$ cat src/design/ncm_pkg.sv
// ncm_pkg: shared types and constants for the nearest palette color match unit
// no dependencies; used by every module of the block except ncm_ram

package ncm_pkg;

  // slot fields address 16 x 16 entries
  localparam int SlotLimit    = 16;
  localparam int SlotW        = 4;
  localparam int TableDepth   = SlotLimit * SlotLimit;
  localparam int AddrW        = 2 * SlotW;
  localparam int EntryW       = 32;
  localparam int IndexW       = 5;
  localparam int DistW        = 18;
  localparam int DefMaxColors = 16;
  localparam int DefMaxShades = 16;
  localparam int QueueDepth   = 2;

  // command codes of the input item
  localparam logic [1:0] CmdClear = 2'd0;
  localparam logic [1:0] CmdWrite = 2'd1;
  localparam logic [1:0] CmdMatch = 2'd2;

  typedef struct packed {
    logic [1:0]       command;
    logic [SlotW-1:0] color_slot;
    logic [SlotW-1:0] shade_slot;
    logic [7:0]       red;
    logic [7:0]       green;
    logic [7:0]       blue;
    logic [7:0]       alpha;
  } ncm_in_t;

  typedef struct packed {
    logic [IndexW-1:0] match_color;
    logic [IndexW-1:0] match_shade;
    logic [DistW-1:0]  best_distance_sq;
  } ncm_out_t;

  // work kinds handed from front to back
  typedef enum logic [1:0] {
    OP_CLEAR,
    OP_WRITE,
    OP_MATCH,
    OP_BLANK
  } op_kind_t;

  // one queued operation; rgba packs r in 7..0, g 15..8, b 23..16, a 31..24
  typedef struct packed {
    op_kind_t          kind;
    logic [AddrW-1:0]  addr;
    logic [EntryW-1:0] rgba;
  } ncm_op_t;

endpackage

$ cat src/design/ncm_queue.sv
// ncm_queue: short fifo of operations between front and back
// depends on ncm_pkg

module ncm_queue import ncm_pkg::*; (
  input  logic    clk,
  input  logic    rst_n,
  input  logic    push_valid,
  output logic    push_ready,
  input  ncm_op_t push_op,
  output logic    pop_valid,
  input  logic    pop_ready,
  output ncm_op_t pop_op
);

  localparam int PtrW = (QueueDepth > 1) ? $clog2(QueueDepth) : 1;
  localparam int CntW = $clog2(QueueDepth + 1);

  ncm_op_t         mem_r [QueueDepth];
  logic [PtrW-1:0] wr_ptr_r;
  logic [PtrW-1:0] rd_ptr_r;
  logic [CntW-1:0] count_r;
  logic            push;
  logic            pop;

  assign push_ready = (count_r != CntW'(QueueDepth));
  assign pop_valid  = (count_r != '0);
  assign pop_op     = mem_r[rd_ptr_r];
  assign push       = push_valid && push_ready;
  assign pop        = pop_valid && pop_ready;

  always_ff @(posedge clk) begin
    if (push) begin
      mem_r[wr_ptr_r] <= push_op;
    end
  end

  always_ff @(posedge clk) begin
    if (!rst_n) begin
      wr_ptr_r <= '0;
      rd_ptr_r <= '0;
      count_r  <= '0;
    end else begin
      if (push) begin
        wr_ptr_r <= (wr_ptr_r == PtrW'(QueueDepth - 1)) ? '0 : wr_ptr_r + PtrW'(1);
      end
      if (pop) begin
        rd_ptr_r <= (rd_ptr_r == PtrW'(QueueDepth - 1)) ? '0 : rd_ptr_r + PtrW'(1);
      end
      if (push && !pop) begin
        count_r <= count_r + CntW'(1);
      end else if (pop && !push) begin
        count_r <= count_r - CntW'(1);
      end
    end
  end

endmodule

$ cat config.mk
export PLATFORM = sky130hd
export DESIGN_NAME = ncm_queue
export DESIGN_NICKNAME = d
export VERILOG_FILES = /design/src/design/ncm_pkg.sv /design/src/design/ncm_queue.sv
export SDC_FILE = /design/constraint.sdc
export NUM_CORES = 1
export LEC_CHECK = 0
export BUFFER_PORTS_ARGS = -buffer_cell sky130_fd_sc_hd__buf_2
export CAP_MARGIN = 20
export CORE_UTILIZATION = 51
export CTS_CLUSTER_DIAMETER = 120
export DETAILED_ROUTE_END_ITERATION = 10
export PLACE_DENSITY = 0.84
export SETUP_SLACK_MARGIN = 0.05
export SLEW_MARGIN = 20
export SYNTH_ARGS = -nofsm -noshare
export SYNTH_HDL_FRONTEND = slang
export SYNTH_SLANG_ARGS = --single-unit
$ cat constraint.sdc
create_clock -name clk -period 2.9 [get_ports clk]
set_clock_uncertainty 0.2 [all_clocks]
set_input_delay 0.87 -clock clk [delete_from_list [all_inputs] [get_ports clk]]
set_output_delay 0.87 -clock clk [all_outputs]
set_load 0.05 [all_outputs]
==> impl_metrics.csv <==
group,metric,value,unit
sta,setup_violations,0,
synthesis,netlist_top_cells_count,"edfxtp_1 (84), mux2_2 (42), buf_2 (5), dfxtp_1 (5), and2_1 (4)",
clocking,cts_tree,"yes",
floorplan,dieArea,0.00672,mm2
clocking,cts_root_buffer,"clkbuf_8",
grt,antenna_found_initial,0,
floorplan,io_pins,90,
layout,diodes,0,
drt,initialDrtViolationCount,62,
run_status,status,"finished, final reports clean",
min_path,holdCritStartpoint,"count_r[1]",
grt,grt_usage,0.169,
sta,whs,0.385,ns
drt,wire_per_inst,16.5,um
synthesis,synth_fp_nets,202,
clocking,clk_latency,0.35,ns
power,ir_drop,0.647,mV
setup_path,worst-path-max-fanout,15,
setup_path,critPathRequiredTime,1.83,ns
setup_path,endpoint_kind,"primary output",
setup_path,start_kind,"flip-flop",
layout,multiInputGateArea,613,um2
layout,area_delta_synth_final,24.3,%
synthesis,synth_compound_area_frac,0.0107,
grt,grt_max_degree,32,
clocking,holdBufCountCts,0,
synthesis,ys_seq_area_frac,0.804,
sta,min_period,2.68,ns
flow_run,cap_viol_max_count,0,
power,p_leak,1.52,nW
drt,drc,0,
clocking,cts_sinks,89,
setup_path,crit_cells,3,
synthesis,syn_inst,155,
synthesis,yosysUniqueCellTypes,19,
setup_path,arrival,1.61,ns
drt,ant_nets,0,
clocking,htreeDepth,3,
drt,via_per_inst,5.10,
layout,nFillCells,435,
placed_design,dp_hpwl,3780,um
setup_path,crit_chain,"buf_4 -> mux2_2 -> buf_2",
synthesis,yosys.area.top_type_share,0.773,
synthesis,synth_top_family_by_area,"multiplexers",
clocking,cts_inserted_buffers,9,
grt,grt_pass1_vias,1684,
sta,setup_tns,0,ns
placed_design,gp_congestion,0.707,
sta,fin_crit_sh,0.925,
setup_path,rr_startpoint,"count_r[0]",
floorplan,die_h,82.0,um
power,powerDensity,988,mW/mm2
sta,rsz0062_at_grt,"no",
sta,slew_headroom,0.672,
layout,nNetsFinal,301,
layout,final_util,0.669,
floorplan,rows,28,
placed_design,portBuffers,89,
grt,grt_pass1_wl,7940,um
sta,drv_slew,0,
setup_path,path_buf_inv,2,
drt,num_vias,1705,
floorplan,initial_core_util,0.538,
grt,grt.overflow.total,0,
layout,regArea,0.00263,mm2
setup_path,rr_worst_depth,4,
clocking,clock_path_buffers,2,
synthesis,yosys.area_share.simple,0.0199,
layout,drive_gt1_frac,0.598,
synthesis,syn_area,0.00326,mm2
drt,wl,5510,um
synthesis,synth_xor_area_frac,0.00805,
setup_path,critPathTopFamily,"flip-flops",
drt,drt_pre_antenna_iters,3,
synthesis,synth_edf_count,84,
min_path,hold_path_class,"flip-flop to flip-flop",
synthesis,muxShareOfSynthArea,0.145,
sta,tightest_slew,0.489,ns
floorplan,fp.dieW,82.0,um
sta,hold_viol,0,
setup_path,max_stage_delay,0.48,ns
setup_path,crit_type,"flip-flop to primary output",
min_path,hold_depth,2,
synthesis,ys.warnings.count,0,
synthesis,synth_area_leaders,"edfxtp_1 (77%), mux2_2 (14%), dfxtp_1 (3.1%)",
synthesis,synth_seq_cells,89,
clocking,clkTransAtPathRegs,0.08,ns
floorplan,core_area,0.00606,mm2
synthesis,syn_area_per_cell,21.1,um2
setup_path,slowest_stage,"dfxtp_4",
synthesis,synth_adder_area_share,0.00383,
synthesis,synth_top_area_cell,"edfxtp_1",
synthesis,synth_most_common_cell,"edfxtp_1",
synthesis,async_reset_ff_frac,0,
sta,clock.fmax,0.373,GHz
synthesis,ys.flop_type,"edfxtp_1",
-- per-stage QoR --
step	cell area, um2	setup slack, ns	total power, mW	std cells
finish	4060	0.218	4.01	334
global route	4060	0.159	4.16	334
CTS	4050	0.0878	4.03	334
detailed placement	3850	0.467	3.20	318
global placement	3850	0.474	3.17	318
floorplan	3260	0.368	2.86	155
-- tightest hold or removal path: stages (launching register included) --
cell	delay, ns
dfxtp_1	0.36
o21ai_0	0.10
a21boi_1	0.07
-- layer usage --
layer	track usage	wire [um]	vias to the layer above
met3	0.0511	307	9
met4	0.0860	122	0
met5	0	0	-
met1	0.190	2240	834
li1	-	-	807
met2	0.290	2840	55
-- cells by family (layout without fill, tap and decap cells) --
logic type / after synthesis / count (layout)
fa+ha+maj: 1 / 1
flops: 89 / 89
buf+inv: 6 / 110
mux: 42 / 42
xor+xnor: 3 / 3
simple gates: 9 / 9
compound gates: 5 / 5
-- state kept, by name, summed over array words and instances (netlist names), named ones only --
signal	flops
mem_r	84
count_r	2
rd_ptr_r	1
wr_ptr_r	1
-- power by group --
| part | internal (mW) | switching, mW |
|---|---|---|
| logic | 0.450 | 1.02 |
| clock network | 0.446 | 0.405 |
| registers | 1.61 | 0.0792 |
| total | 2.50 | 1.50 |
-- what timing repair did --
action,in CTS,in global routing
endpoints found under the setup margin,0,8
setup buffers,0,0
resized for setup,0,1
-- layout by cell type (no fill, tap or decap), drive strengths merged, types with 2 or more instances in the layout --
cell / count
a21boi: 2
and2: 4
buf: 93
clkbuf: 12
clkinv: 3
dfxtp: 5
edfxtp: 84
mux2: 42
o21ai: 2
xnor2: 2
-- area by class of cell --
type,instances,share of cell area
multi-input cells,60,0.151
clock buffers,12,0.0382
inverters,1,0.000925
repair buffers,93,0.126
clock inverters,4,0.0126
flip-flops and latches,89,0.647
well taps,75,0.0231
-- path summary, 6_finish.rpt --
check / to / slack [ns]
worst max-delay path: pop_op[17] / 0.22
worst min-delay path: count_r[1] / 0.38
worst max register to register: mem_r[0][2] / 1.03
worst min register to register: count_r[1] / 0.38
Power figures use the tool's default switching activity.
